**config.mk**
```make
export PLATFORM = sky130hd
export DESIGN_NAME = slot_pool_ordered_active_list_flat
export DESIGN_NICKNAME = d
export VERILOG_FILES = /design/src/spool_pkg.sv /design/src/spool_if.sv /design/src/spool_cell.sv /design/src/slot_pool_ordered_active_list.sv /design/src/flat_wrapper.sv
export SDC_FILE = /design/constraint.sdc
export NUM_CORES = 1
export LEC_CHECK = 0
export ABC_CLOCK_PERIOD_IN_PS = 3800
export CORE_MARGIN = 2
export CORE_UTILIZATION = 55
export DETAILED_ROUTE_END_ITERATION = 16
export DONT_BUFFER_PORTS = 1
export PLACE_DENSITY = 0.69
export SLEW_MARGIN = 20
export SYNTH_ARGS = -nofsm -noshare
export SYNTH_HDL_FRONTEND = slang
export SYNTH_SLANG_ARGS = --single-unit
```
**constraint.sdc**
```tcl
create_clock -name clk -period 3.8 [get_ports clk]
set_input_delay 0.38 -clock clk [delete_from_list [all_inputs] [get_ports clk]]
set_output_delay 0.38 -clock clk [all_outputs]
set_load 0.01 [all_outputs]
```
**src/spool_pkg.sv**
```systemverilog
// Shared types and constants for the slot pool with ordered active list.
package spool_pkg;

  localparam int MAX_SLOTS = 64;
  localparam int SLOT_W    = 6;   // holds any slot number up to MAX_SLOTS-1
  localparam int CNT_W     = 7;   // holds a list length up to MAX_SLOTS

  typedef logic [SLOT_W-1:0] slot_t;
  typedef logic [CNT_W-1:0]  cnt_t;

  typedef enum logic [1:0] {
    OP_ALLOC = 2'd0,
    OP_FREE  = 2'd1,
    OP_FIND  = 2'd2,
    OP_CLEAR = 2'd3
  } op_t;

  typedef enum logic [1:0] {
    ST_OK    = 2'd0,
    ST_RANGE = 2'd1,
    ST_USED  = 2'd2,
    ST_END   = 2'd3
  } status_t;

  // Broadcast from the control to every list cell.
  typedef struct packed {
    logic  do_alloc;
    logic  do_free;
    slot_t slot;
    cnt_t  total;
    cnt_t  rd_pos;
  } cell_ctl_t;

endpackage

```
**src/spool_if.sv**
```systemverilog
// Channel interfaces for operation beats and result beats.
interface spool_in_if import spool_pkg::*; ();
  logic              valid;
  logic              ready;
  op_t               op;
  logic [7:0]        slot_index;
  logic signed [4:0] cursor;

  modport source (output valid, op, slot_index, cursor, input ready);
  modport sink   (input valid, op, slot_index, cursor, output ready);
endinterface

interface spool_out_if import spool_pkg::*; ();
  logic              valid;
  logic              ready;
  status_t           status;
  logic [2:0]        found_slot;
  logic signed [4:0] next_cursor;
  logic [3:0]        active_count;

  modport source (output valid, status, found_slot, next_cursor, active_count, input ready);
  modport sink   (input valid, status, found_slot, next_cursor, active_count, output ready);
endinterface

```
**src/spool_cell.sv**
```systemverilog
// One position of the active list: holds a slot number, matches, shifts and reads.
module spool_cell import spool_pkg::*; #(
  parameter int POS = 0
) (
  input  logic      clk,
  input  cell_ctl_t ctl,
  input  slot_t     nbr_entry,   // entry of the next position up
  input  logic      seen_in,     // a lower position already matched
  output logic      seen_out,
  input  slot_t     rd_in,
  output slot_t     rd_out,
  output slot_t     entry
);

  slot_t entry_r;
  logic  live;
  logic  hit;
  logic  at_pos;

  function automatic logic at_tail();
    at_tail = CNT_W'(POS) == ctl.total;
  endfunction

  assign live     = CNT_W'(POS) < ctl.total;
  assign hit      = live && (entry_r == ctl.slot);
  assign seen_out = seen_in | hit;
  assign at_pos   = CNT_W'(POS) == ctl.rd_pos;
  assign rd_out   = rd_in | (at_pos ? entry_r : '0);
  assign entry    = entry_r;

  always_ff @(posedge clk) begin
    if (ctl.do_alloc && at_tail()) begin
      entry_r <= ctl.slot;
    end else if (ctl.do_free && seen_out) begin
      // close the gap: take the neighbor's entry from the match upward
      entry_r <= nbr_entry;
    end
  end

endmodule

```
**src/slot_pool_ordered_active_list.sv**
```systemverilog
// Top level: slot pool with used marks and an ordered active list in a row of cells.
//
//   channel   dir   handshake          payload
//   in_ch     in    valid/ready        op, slot_index, cursor
//   out_ch    out   valid/ready        status, found_slot, next_cursor, active_count
//
// Each operation first registers the beat, then runs it through
// the cell row (match, shift, append or read), which loads the result register.
// A new beat is taken once the previous one has executed.
// Execution waits while a finished result is still held on out_ch.
// rst_n (synchronous) empties the pool; list entries need no clearing.
module slot_pool_ordered_active_list import spool_pkg::*; #(
  parameter int SLOTS = 8
) (
  input  logic        clk,
  input  logic        rst_n,
  spool_in_if.sink    in_ch,
  spool_out_if.source out_ch
);

  localparam int IW = $clog2(SLOTS);

  // registered operation
  logic              busy_r;
  op_t               op_r;
  logic [7:0]        idx_r;
  logic signed [4:0] cur_r;

  // pool state
  logic [SLOTS-1:0] used_r, used_nxt;
  cnt_t             total_r, total_nxt;

  // result register
  logic              out_valid_r;
  status_t           status_r, status_nxt;
  logic [2:0]        slot_out_r;
  logic signed [4:0] next_out_r, next_nxt;
  logic [3:0]        count_out_r;

  logic      exec_fire;
  logic      in_range;
  logic      is_start;
  logic      early_end;
  cnt_t      find_pos;
  slot_t     slot_res;
  cell_ctl_t ctl;

  logic  seen_chain [SLOTS+1];
  slot_t rd_chain   [SLOTS+1];
  slot_t entry_w    [SLOTS+1];

  assign in_ch.ready = !busy_r;
  assign exec_fire   = busy_r && (!out_valid_r || out_ch.ready);

  assign in_range  = {1'b0, idx_r} < 9'(SLOTS);
  assign is_start  = cur_r == -5'sd1;
  assign early_end = !is_start && (cur_r[4] || (CNT_W'(cur_r[3:0]) >= total_r));
  assign find_pos  = is_start ? '0 : CNT_W'(cur_r[3:0]) + CNT_W'(1);

  // a free with no match shifts nothing, so the cells need no found flag
  assign ctl = '{
    do_alloc: (op_r == OP_ALLOC) && in_range && !used_r[idx_r[IW-1:0]] && exec_fire,
    do_free:  (op_r == OP_FREE) && in_range && exec_fire,
    slot:     idx_r[SLOT_W-1:0],
    total:    total_r,
    rd_pos:   find_pos
  };

  assign seen_chain[0] = 1'b0;
  assign rd_chain[0]   = '0;
  assign entry_w[SLOTS] = '0;

  for (genvar g = 0; g < SLOTS; g++) begin : g_cell
    spool_cell #(.POS(g)) u_cell (
      .clk       (clk),
      .ctl       (ctl),
      .nbr_entry (entry_w[g+1]),
      .seen_in   (seen_chain[g]),
      .seen_out  (seen_chain[g+1]),
      .rd_in     (rd_chain[g]),
      .rd_out    (rd_chain[g+1]),
      .entry     (entry_w[g])
    );
  end

  always_comb begin
    status_nxt = ST_OK;
    slot_res   = '0;
    next_nxt   = '0;
    total_nxt  = total_r;
    used_nxt   = used_r;
    unique case (op_r)
      OP_ALLOC: begin
        if (!in_range) begin
          status_nxt = ST_RANGE;
        end else if (used_r[idx_r[IW-1:0]]) begin
          status_nxt = ST_USED;
        end else begin
          used_nxt[idx_r[IW-1:0]] = 1'b1;
          total_nxt               = total_r + CNT_W'(1);
          slot_res                = idx_r[SLOT_W-1:0];
        end
      end
      OP_FREE: begin
        if (!in_range) begin
          status_nxt = ST_RANGE;
        end else if (!seen_chain[SLOTS]) begin
          status_nxt = ST_END;
        end else begin
          used_nxt[idx_r[IW-1:0]] = 1'b0;
          total_nxt               = total_r - CNT_W'(1);
          slot_res                = idx_r[SLOT_W-1:0];
        end
      end
      OP_FIND: begin
        if (early_end) begin
          status_nxt = ST_END;
          next_nxt   = cur_r;
        end else if (find_pos < total_r) begin
          slot_res = rd_chain[SLOTS];
          next_nxt = find_pos[4:0];
        end else begin
          status_nxt = ST_END;
          next_nxt   = total_r[4:0];
        end
      end
      OP_CLEAR: begin
        total_nxt = '0;
        used_nxt  = '0;
      end
      default: ;
    endcase
  end

  always_ff @(posedge clk) begin
    if (!rst_n) begin
      busy_r      <= 1'b0;
      out_valid_r <= 1'b0;
      used_r      <= '0;
      total_r     <= '0;
    end else begin
      if (in_ch.valid && in_ch.ready) begin
        busy_r <= 1'b1;
      end else if (exec_fire) begin
        busy_r <= 1'b0;
      end
      if (exec_fire) begin
        out_valid_r <= 1'b1;
        used_r      <= used_nxt;
        total_r     <= total_nxt;
      end else if (out_ch.ready) begin
        out_valid_r <= 1'b0;
      end
    end
  end

  always_ff @(posedge clk) begin
    if (in_ch.valid && in_ch.ready) begin
      op_r  <= in_ch.op;
      idx_r <= in_ch.slot_index;
      cur_r <= in_ch.cursor;
    end
    if (exec_fire) begin
      status_r    <= status_nxt;
      slot_out_r  <= slot_res[2:0];
      next_out_r  <= next_nxt;
      count_out_r <= total_nxt[3:0];
    end
  end

  assign out_ch.valid        = out_valid_r;
  assign out_ch.status       = status_r;
  assign out_ch.found_slot   = slot_out_r;
  assign out_ch.next_cursor  = next_out_r;
  assign out_ch.active_count = count_out_r;

`ifndef SYNTH
  a_count_matches_marks: assert property (@(posedge clk) disable iff (!rst_n)
    CNT_W'($countones(used_r)) == total_r)
    else $error("list length differs from number of used marks");

  a_total_bounded: assert property (@(posedge clk) disable iff (!rst_n)
    total_r <= CNT_W'(SLOTS))
    else $error("list length beyond pool size");

  a_hold_on_stall: assert property (@(posedge clk) disable iff (!rst_n)
    (busy_r && out_valid_r && !out_ch.ready) |=> ($stable(total_r) && $stable(used_r)))
    else $error("pool state changed while result stalled");

  a_exec_gives_result: assert property (@(posedge clk) disable iff (!rst_n)
    exec_fire |=> (out_valid_r && !busy_r))
    else $error("executed beat produced no result");
`endif

endmodule

```
**src/flat_wrapper.sv**
```systemverilog
// flat-port wrapper written by rule: the top's interface ports become plain ports
module slot_pool_ordered_active_list_flat import spool_pkg::*;
#(
  parameter int SLOTS = 8
)
  (clk, rst_n, in_ch_valid, in_ch_op, in_ch_slot_index, in_ch_cursor, in_ch_ready, out_ch_valid, out_ch_status, out_ch_found_slot, out_ch_next_cursor, out_ch_active_count, out_ch_ready);
  spool_in_if in_ch_i ();
  spool_out_if out_ch_i ();
  input  logic clk;
  input  logic rst_n;
  input wire logic [$bits(in_ch_i.valid)-1:0] in_ch_valid;
  input wire logic [$bits(in_ch_i.op)-1:0] in_ch_op;
  input wire logic [$bits(in_ch_i.slot_index)-1:0] in_ch_slot_index;
  input wire logic [$bits(in_ch_i.cursor)-1:0] in_ch_cursor;
  output wire logic [$bits(in_ch_i.ready)-1:0] in_ch_ready;
  output wire logic [$bits(out_ch_i.valid)-1:0] out_ch_valid;
  output wire logic [$bits(out_ch_i.status)-1:0] out_ch_status;
  output wire logic [$bits(out_ch_i.found_slot)-1:0] out_ch_found_slot;
  output wire logic [$bits(out_ch_i.next_cursor)-1:0] out_ch_next_cursor;
  output wire logic [$bits(out_ch_i.active_count)-1:0] out_ch_active_count;
  input wire logic [$bits(out_ch_i.ready)-1:0] out_ch_ready;
  assign in_ch_i.valid = in_ch_valid;
  assign in_ch_i.op = in_ch_op;
  assign in_ch_i.slot_index = in_ch_slot_index;
  assign in_ch_i.cursor = in_ch_cursor;
  assign in_ch_ready = in_ch_i.ready;
  assign out_ch_valid = out_ch_i.valid;
  assign out_ch_status = out_ch_i.status;
  assign out_ch_found_slot = out_ch_i.found_slot;
  assign out_ch_next_cursor = out_ch_i.next_cursor;
  assign out_ch_active_count = out_ch_i.active_count;
  assign out_ch_i.ready = out_ch_ready;
  slot_pool_ordered_active_list #(.SLOTS(SLOTS)) u_core (.clk(clk), .rst_n(rst_n), .in_ch(in_ch_i), .out_ch(out_ch_i));
endmodule
```
=== Yosys cells after proc, flatten, opt, wreduce, memory -nomap -nowiden ===
Cells that the tools add are included.

* Add/subtract/negate cells: 3
* Order comparisons: 13
* Equality and inequality tests: 30
* Muxes and demuxes: 59
* Bitwise logic cells: 17
* Reduce and logical (&&, ||, !) cells: 54

{| class="wikitable"
|+ Operators by type and width
! cell !! number
|-
| two-way mux 6 bit || 16
|-
| equality test 3 x 7 -> 1 bit (first input constant) || 8
|-
| equality test 6 bit || 8
|-
| two-way mux 3 bit || 14
|-
| two-way mux 7 bit || 5
|-
| logical AND 1 bit || 33
|-
| two-way mux 8 bit || 4
|-
| equality test 2 x 7 -> 1 bit (first input constant) || 4
|-
| < comparator 3 x 7 -> 1 bit (first input constant) || 4
|-
| one-hot mux 8 bit (3 select lines) || 1
|-
| bitwise OR 3 bit || 7
|-
| one-hot mux 7 bit (3 select lines) || 1
|-
| nonzero test 2 bit || 10
|-
| equality test 1 x 7 -> 1 bit (first input constant) || 2
|-
| logical NOT 7 bit || 2
|-
| < comparator 1 x 7 -> 1 bit (first input constant) || 2
|-
| < comparator 2 x 7 -> 1 bit (first input constant) || 2
|-
| two-way mux 2 bit || 6
|-
| two-way mux 5 bit || 2
|-
| one-hot mux 3 bit (3 select lines) || 1
|-
| bitwise AND 8 bit || 1
|-
| < comparator 8 x 4 -> 1 bit (second input constant) || 1
|-
| inverter 8 bit || 1
|-
| bitwise OR 8 bit || 1
|-
| 22 further kinds || 40
|}

* Flip-flop bits (word level): 94
* Bits of input ports: 19
* Output and inout port bits: 16
* Logic and storage cells: 196

=== Longest topological paths before layout ===
Gate-level depths: netlist of run 1.

* Word-level depth: 14
* Mapped depth: 15
* Depth with buffers taken out: 14

=== Modules after synthesis ===
From an unflattened synthesis of run 1, not the netlist that was laid out.

* Cells, all modules: 591
* Area, all modules: 6531.3 um^2

{| class="wikitable"
|+ Modules (own cells, without submodules)
! module !! times used !! cells an instance !! area an instance (um^2) !! sequential area each (um^2)
|-
| slot_pool_ordered_active_list || 1 || 312 || 2964.1 || 1211.2
|-
| spool_cell (u_core.g_cell[4].u_cell) || 1 || 37 || 471.7 || 180.2
|-
| spool_cell (u_core.g_cell[6].u_cell) || 1 || 38 || 466.7 || 180.2
|-
| spool_cell (u_core.g_cell[2].u_cell) || 1 || 34 || 454.2 || 180.2
|-
| spool_cell (u_core.g_cell[3].u_cell) || 1 || 35 || 447.9 || 180.2
|-
| spool_cell (u_core.g_cell[5].u_cell) || 1 || 35 || 440.4 || 180.2
|-
| spool_cell (u_core.g_cell[0].u_cell) || 1 || 33 || 430.4 || 180.2
|-
| spool_cell (u_core.g_cell[1].u_cell) || 1 || 34 || 427.9 || 180.2
|-
| spool_cell (u_core.g_cell[7].u_cell) || 1 || 33 || 427.9 || 180.2
|}

=== Worst setup path after synthesis of run 1 ===
No wires, ideal clock.

* Kind: reg-to-reg
* Start point: register u_core.cur_r[0]
* End point: register u_core.slot_out_r[1] (netlist: u_core.out_ch.found_slot[1]), data pin
* Arrival: 2.955 ns
* Data required time: 3.530 ns
* Slack: 0.575 ns
* Stages on the path, launching flop included: 13
* Clock period less this slack: 3.225 ns
* Cells stage by stage: edfxtp_1 -> ha_1 -> nor2b_1 -> or2_2 -> ha_1 -> o21ai_0 -> nand2b_1 -> a21oi_1 -> a2111oi_0 -> clkbuf_1 -> nor2_1 -> a32oi_1 -> a21oi_1

* Cells in the longest elaborated chain, start to end: 14

{| class="wikitable"
|+ RTL lines
! item !! RTL line !! RTL
|-
| from (decl) || slot_pool_ordered_active_list.sv:27 || <nowiki>logic signed [4:0] cur_r;</nowiki>
|-
| from (signal assigned) || slot_pool_ordered_active_list.sv:161 || <nowiki>cur_r <= in_ch.cursor;</nowiki>
|-
| adder 4 x 1 -> 5 bit / equality test 5 x 1 -> 1 bit (equally long branches) || slot_pool_ordered_active_list.sv:58, slot_pool_ordered_active_list.sv:56 ||
|-
| two-way mux 7 bit || slot_pool_ordered_active_list.sv:58 || <nowiki>assign find_pos = is_start ? '0 : CNT_W'(cur_r[3:0]) + CNT_W'(1);</nowiki>
|-
| equality test 1 x 7 -> 1 bit / logical NOT 7 bit (equally long branches) || spool_cell.sv:27 || <nowiki>assign at_pos = CNT_W'(POS) == ctl.rd_pos;</nowiki>
|-
| two-way mux 3 bit || spool_cell.sv:28 || <nowiki>assign rd_out = rd_in | (at_pos ? entry_r : '0);</nowiki>
|-
| bitwise OR 3 bit (7 in a row) || spool_cell.sv:28 ||
|-
| two-way mux 3 bit || slot_pool_ordered_active_list.sv:119 || <nowiki>end else if (find_pos < total_r) begin</nowiki>
|-
| two-way mux 3 bit * || slot_pool_ordered_active_list.sv:116 || <nowiki>if (early_end) begin</nowiki>
|-
| one-hot mux 3 bit (3 select lines) * || slot_pool_ordered_active_list.sv:92 || <nowiki>unique case (op_r)</nowiki>
|-
| named net u_core.slot_res[1] || slot_pool_ordered_active_list.sv:45 || <nowiki>slot_t slot_res;</nowiki>
|-
| to (signal assigned) || slot_pool_ordered_active_list.sv:165 || <nowiki>slot_out_r <= slot_res[2:0];</nowiki>
|-
| to (decl) || slot_pool_ordered_active_list.sv:36 || <nowiki>logic [2:0] slot_out_r;</nowiki>
|}

Mark *: on every way through the listed nets, which the timed path passes. The rest lies on a longest branch.
A chain may end at the register's enable or synchronous reset.

=== Worst setup path after layout of run 1 ===
* Start point: register u_core.total_r[4]
* End point: register u_core.count_out_r[1] (netlist: u_core.out_ch.active_count[1]), data pin

* Cells in the longest elaborated chain, start to end: 12

{| class="wikitable"
|+ RTL lines
! item !! RTL line !! RTL
|-
| from (decl) || slot_pool_ordered_active_list.sv:31 || <nowiki>cnt_t total_r, total_nxt;</nowiki>
|-
| from (signal assigned) || slot_pool_ordered_active_list.sv:150 || <nowiki>total_r <= total_nxt;</nowiki>
|-
| < comparator 1 x 7 -> 1 bit || spool_cell.sv:24 || <nowiki>assign live = CNT_W'(POS) < ctl.total;</nowiki>
|-
| logical AND 1 bit || spool_cell.sv:25 || <nowiki>assign hit = live && (entry_r == ctl.slot);</nowiki>
|-
| bitwise OR 1 bit (6 in a row) || spool_cell.sv:26 || <nowiki>assign seen_out = seen_in | hit;</nowiki>
|-
| bitwise OR 1 bit * || spool_cell.sv:26 ||
|-
| two-way mux 7 bit * || slot_pool_ordered_active_list.sv:107 || <nowiki>end else if (!seen_chain[SLOTS]) begin</nowiki>
|-
| two-way mux 7 bit * || slot_pool_ordered_active_list.sv:105 || <nowiki>if (!in_range) begin</nowiki>
|-
| one-hot mux 7 bit (3 select lines) * || slot_pool_ordered_active_list.sv:92 ||
|-
| named net u_core.total_nxt[1] || slot_pool_ordered_active_list.sv:31 ||
|-
| to (signal assigned) || slot_pool_ordered_active_list.sv:167 || <nowiki>count_out_r <= total_nxt[3:0];</nowiki>
|-
| to (decl) || slot_pool_ordered_active_list.sv:38 || <nowiki>logic [3:0] count_out_r;</nowiki>
|}

Mark *: on every way through the listed nets, which the timed path passes. The rest lies on a longest branch. The select of a mux whose other input is x is not followed.

==> reports/summary.txt, run 1 <==
Max Cap Violations -> 0
Initial cell density of the core -> 56.3%
Setup TNS -> 0 ns
Final Hold Fails -> 0
GPL Wtd Cong -> 0.956
Die footprint -> 10800 µm²
Vias per inst -> 6.22
ANT cells -> 0
Unrepaired setup endpoints after global routing -> no
Drt wl/cell -> 20.8 µm
Critical path class -> register to register
Residual DRC count -> 0
Total Routed Length -> 13.2 mm
Fraction of registers with async set/reset -> 0%
Worst-Margin Slew -> 0.966 ns
First-pass GRT wire length -> 21.0 mm
Most common cell after layout, fill and taps aside -> edfxtp_1
Clock Skews -> 0.0191 ns
Slew Viols, Final -> 0
RR Startpoint -> u_core.total_r[4]$_SDFFE_PN0P_
Postcts setup bufs -> 0
Post-DP Area -> 5650 µm²
Most frequent cells in the layout -> 77 x edfxtp_1, 34 x xnor2_1, 28 x nor2_1
CTS buffer count -> 9
Clock latency on the worst-skew pair -> 0.38 ns
Clock sinks -> 94
CTS tree -> built
Worst min path class -> input port to register
Hold Startpoint -> in_ch_slot_index[7]
Initial DRC count -> 315
Status -> complete, no violations
H-tree Lvls -> 3
Row cnt -> 36
Clock transition at path regs -> 0.09 ns
Mux cell area share after synthesis -> 5.72%
Post-Syn Instances -> 494
Gr usage total -> 25.3%
Static Leak -> 2.00 nW
Placed wire-length estimate -> 9.71 mm
Syn. warnings -> 0
Maximum VDD drop -> 0.267 mV
R2R Setup Slk -> 0.37 ns
Core Region -> 9730 µm²
Share of post-route cells with drive strength above 1 -> 14.2%
Setup violations, final -> 0
Clock buffer depth -> 2
Most used DFF post-synth -> edfxtp_1
Post-CTS resize count -> 0
Required @ worst endpoint -> 3.93 ns
DR vias -> 3943
Vias in the first global route -> 3858
Count of cell types in the netlist -> 62
Mapped cell area -> 5470 µm²
Largest family of logic cells by synthesized area -> simple AND/OR/NAND/NOR gates
Initial antenna violation count -> 0
Fin crit period -> 3.43 ns
Critical path origin -> u_core.total_r[4]$_SDFFE_PN0P_
Crit-path max FO -> 14
Post-DRT Antenna Nets -> 0
Die Y -> 104 µm
Root Buffer -> clkbuf_8
Synth Area in XOR/XNOR -> 8.00%
Arr. time, crit path -> 3.56 ns
Compound-cell area share of the yosys netlist -> 13.6%
Flops & latches, synth -> 94
Post-synthesis simple-gate area fraction -> 17.0%
Port bufs -> 0
Pwr dens -> 334 nW/µm²
Top post-synthesis cells by area -> edfxtp_1 42%, dfxtp_1 6.2%, xnor2_1 5.4%, mux2_2 4.5%, ha_1 4.3%
Area grow syn2layout -> 6.40%
Fmax -> 0.292 GHz
Yosys top cell by area -> edfxtp_1
Final #Nets -> 534
Design area -> 5820 µm²
Crit share post-route -> 90.2%
Number of flops mapped to enable cells by yosys -> 77
Ports -> 35
GRT overflow -> 0
Hold Buf Count CTS -> 0
Top cell type's share of synthesized area -> 42.2%
Crit path capture type -> register
Synth Area per Inst -> 11.1 µm²
Startpoint Class -> register
Largest net degree at the start of global routing -> 21
Slew margin rel. -> 35.3%
Pre-Repair DR Iteration Count -> 5
Die Wd -> 104 µm
Adder-Cell Fraction of Synth Area -> 4.34%
Post-synthesis sequential area ratio -> 48.5%
==> cell usage after synthesis, drive strengths merged, types with 3 or more instances <==
master and n:
o21a 5, mux2 22, o21ai 18, nand2b 9, and3 5, dfxtp 17
a2111oi 3, o22ai 6, a22o 6, nor2 30, ha 19, a31o 3
or3 7, a311oi 4, inv 12, xnor2 34, a21o 5, and2 22
a31oi 3, edfxtp 77, xor2 16, nor2b 10, a32oi 3, buf 12
nand4 8, a21oi 24, nor4 9, nand3 7, a221oi 6, nor3 13
nand2 28, a211oi 12, clkbuf 12
==> per-layer routing <==
layer  global-route usage, %  part of all wire, %
met2                    40.8                   49
met1                    33.7                   44
met4                    9.56                  2.0
met5                       0                    0
met3                    5.54                  5.8
==> worst max-delay path: stages, from the launching register on <==
cell	delay (ns)
dfxtp_1	0.45
or4_4	0.63
nor2_1	0.21
nor4_1	0.12
nor4b_2	0.44
nor4b_4	0.62
nand2b_1	0.35
o21ai_0	0.17
a21o_1	0.19
==> state kept, by name, summed over array words and instances, names as in the netlist, 3 cells and up <==
register	count
u_core.out_ch.active_count	4
u_core.out_ch.found_slot	3
u_core.cur_r	5
u_core.used_r	8
u_core.g_cell.u_cell.entry	48
u_core.total_r	7
u_core.idx_r	8
u_core.out_ch.next_cursor	5
==> cell type report <==
type	instances	area (µm²)
clock inverter	5	35.0
fill	831	3910
multi-input combinational	366	2690
tap	133	166
clock buffer	11	141
sequential	94	2650
inverter	12	45.0
timing repair buffer	13	97.6
==> stage by stage <==
stage          power [W]  setup slack (ns)  util (%)  instances  hold slack (ns)
5_1_grt          0.00201             0.121      59.9        634           0.0730
2_1_floorplan    0.00130             0.575         -        496            0.479
6_report         0.00194             0.374      59.9        634           0.0913
3_5_place_dp     0.00135             0.424      58.0        618            0.479
3_3_place_gp     0.00135             0.592      58.0        618            0.479
4_1_cts          0.00195             0.408      59.9        634           0.0826
==> path summary, 6_finish.rpt <==
| path | end | depth (start not counted) |
|---|---|---|
| setup / recovery | u_core.out_ch.active_count[1]$_DFFE_PP_ | 8 |
| setup reg to reg | u_core.out_ch.active_count[1]$_DFFE_PP_ | 8 |
| hold reg to reg | u_core.total_r[2]$_SDFFE_PN0P_ | 2 |
| hold / removal | u_core.idx_r[7]$_DFFE_PP_ | 0 |
==> cells by family after synthesis <==
group | count (synthesis)
other cells | 1
compound gates | 109
xor+xnor | 50
mux | 26
simple gates | 159
flops | 94
fa+ha+maj | 19
buf+inv | 36
==> power breakdown <==
group / total (W) / switching [W] / internal [W]
clock: 0.000610 / 0.000354 / 0.000256
sequential: 0.00116 / 0.0000354 / 0.00113
combinational: 0.000169 / 0.000104 / 0.0000652
total: 0.00194 / 0.000493 / 0.00145
No activity file was read; power rests on OpenSTA's default activity.
==> run 2, diff against run 1 <==
--- a/config.mk
+++ b/config.mk
@@ -10,7 +10,7 @@
 export CORE_UTILIZATION = 55
 export DETAILED_ROUTE_END_ITERATION = 16
 export DONT_BUFFER_PORTS = 1
-export PLACE_DENSITY = 0.69
+export PLACE_DENSITY = 0.78
 export SLEW_MARGIN = 20
 export SYNTH_ARGS = -nofsm -noshare
 export SYNTH_HDL_FRONTEND = slang
==> constraint.sdc (replaced) <==
create_clock -name clk -period 3.8 [get_ports clk]
set_input_delay 0.38 -clock clk [delete_from_list [all_inputs] [get_ports clk]]
set_output_delay 0.38 -clock clk [all_outputs]
set_load 0.005 [all_outputs]
==> run 2 against run 1 <==
Combinational power decreased by 4%. Cell count decreased by 0.47%. Die area unchanged. Sequential share of layout area decreased by 0.12 points. Final area increased by 0.26%. Total power increased by 5.1%. Clock skew decreased by 0.0082 ns. Routed wire length decreased by 1.2%. Global-route usage decreased by 0.46 points. Sequential power about the same. Worst setup slack got worse by 0.023 ns. Critical path type unchanged. Critical endpoint unchanged. Highest routed layer unchanged.
==> reports/summary.txt, run 2 (synthesis gave the netlist of run 1 again) <==
Fmax -> 0.290 GHz
Slew Viols, Final -> 0
Hold Startpoint -> in_ch_cursor[2]
Vias in the first global route -> 3846
Share of post-route cells with drive strength above 1 -> 13.7%
Arr. time, crit path -> 3.58 ns
Post-CTS resize count -> 0
ANT cells -> 0
CP max-delay cell -> nor4b_4
Crit-path max FO -> 14
Hold Buf Count CTS -> 0
Required @ worst endpoint -> 3.93 ns
First-pass GRT wire length -> 20.7 mm
Total Routed Length -> 13.0 mm
Root Buffer -> clkbuf_8
Final #Nets -> 531
Worst min path class -> input port to register
Clock latency on the worst-skew pair -> 0.37 ns
Pre-Repair DR Iteration Count -> 5
Initial antenna violation count -> 0
Crit path capture type -> register
Die Y -> 104 µm
Most frequent cells in the layout -> 77 x edfxtp_1, 34 x xnor2_1, 28 x nor2_1
Setup TNS -> 0 ns
Kind of cell adding the most delay to the critical path -> simple AND/OR/NAND/NOR gates
Most common cell after layout, fill and taps aside -> edfxtp_1
Setup violations, final -> 0
Initial DRC count -> 345
GRT overflow -> 0
Ports -> 35
R2R Setup Slk -> 0.35 ns
Fin crit period -> 3.45 ns
Postcts setup bufs -> 0
Final Hold Fails -> 0
Status -> complete, no violations
Placed wire-length estimate -> 9.68 mm
Worst Hold Path EP -> u_core.cur_r[2]$_DFFE_PP_
Gr usage total -> 24.9%
GPL Wtd Cong -> 1.02
Worst path bufs/invs -> 0
Crit share post-route -> 90.8%
Max FFs per register -> 48
RR Endpoint -> u_core.out_ch.active_count[1]$_DFFE_PP_
Critical path class -> register to register
Critical Path Max Stage Delay -> 0.68 ns
Static Leak -> 2.00 nW
Area grow syn2layout -> 6.68%
Hold Path Depth -> 0
Unrepaired setup endpoints after global routing -> no
RR Startpoint -> u_core.total_r[4]$_SDFFE_PN0P_
Residual DRC count -> 0
Clock sinks -> 94
Max Cap Violations -> 0
Die Wd -> 104 µm
Maximum VDD drop -> 0.216 mV
Clock buffer depth -> 2
H-tree Lvls -> 3
Hold WS -> 0.101 ns
CTS tree -> built
Largest net degree at the start of global routing -> 22
Die footprint -> 10800 µm²
Drt wl/cell -> 20.6 µm
Worst-Margin Slew -> 0.986 ns
Pwr dens -> 350 nW/µm²
Post-DRT Antenna Nets -> 0
Initial cell density of the core -> 56.3%
Critical path origin -> u_core.total_r[4]$_SDFFE_PN0P_
Vias per inst -> 6.31
R2r worst-path depth -> 8
Startpoint Class -> register
Slew margin rel. -> 34.0%
Port bufs -> 0
CP Cell Sequence -> or4_4 > nor2_1 > nor4_1 > nor4b_2 > nor4b_4 > nand2b_1 > o21ai_0 > a21o_1
Core Region -> 9730 µm²
Clock Skews -> 0.0109 ns
DR vias -> 3981
Fill cells -> 832
Row cnt -> 36
CTS buffer count -> 9
Clock transition at path regs -> 0.09 ns
## run 2: cell count changes in the layout (fill, tap and decap cells not counted), sizes merged
cell / change
buf: -3
clkinv: -1
bufinv: +2
clkbuf: -1
## run 2: stage by stage
stage | power [W] | cells | setup slack, ns | instance area (µm²) | utilization [%]
floorplan | 0.00130 | 496 | 0.575 | 5480 | -
global placement | 0.00135 | 615 | 0.497 | 5620 | 57.8
detailed placement | 0.00135 | 615 | 0.409 | 5620 | 57.8
CTS | 0.00205 | 631 | 0.390 | 5840 | 60.0
global route | 0.00211 | 631 | 0.194 | 5840 | 60.0
finish | 0.00204 | 631 | 0.351 | 5840 | 60.0
## run 2: worst reg2reg max path, cell delays in order, from the launching register on
cell and delay, ns:
dfxtp_1 0.46, or4_4 0.63, nor2_1 0.25, nor4_1 0.14
nor4b_2 0.37, nor4b_4 0.68, nand2b_1 0.36, o21ai_0 0.16
a21o_1 0.17
## run 2: worst max-delay path by stage
| stage | end | slack, ns | cells after the start |
|---|---|---|---|
| after floorplan | u_core.out_ch.found_slot[1]$_DFFE_PP_ | 0.58 | 12 |
| after global placement | u_core.out_ch.found_slot[2]$_DFFE_PP_ | 0.50 | 8 |
| after detailed placement | u_core.out_ch.active_count[0]$_DFFE_PP_ | 0.41 | 8 |
| after CTS | u_core.out_ch.active_count[0]$_DFFE_PP_ | 0.39 | 8 |
| after global routing | u_core.out_ch.found_slot[2]$_DFFE_PP_ | 0.19 | 8 |
| final | u_core.out_ch.active_count[1]$_DFFE_PP_ | 0.35 | 8 |
## run 2: final cells by class
class | count | area, µm² | area share [%]
inverters | 12 | 45.0 | 0.772
well taps | 133 | 166 | 2.85
multi-input cells | 366 | 2690 | 46.0
flip-flops and latches | 94 | 2650 | 45.4
clock inverters | 6 | 86.3 | 1.48
repair buffers | 10 | 75.1 | 1.29
clock buffers | 10 | 128 | 2.19
## run 2: routing by layer
layer  GRT usage, %  wire, µm
met4           8.11       283
met3           4.41       816
met2           40.7      6230
met5              0         0
met1           33.8      5690
## run 2: where the power goes
part	leakage, nW	internal [W]	total, W	switching (W)
logic	1.03	0.0000643	0.000162	0.0000978
clock network	0.108	0.000370	0.000715	0.000345
registers	0.863	0.00113	0.00117	0.0000367
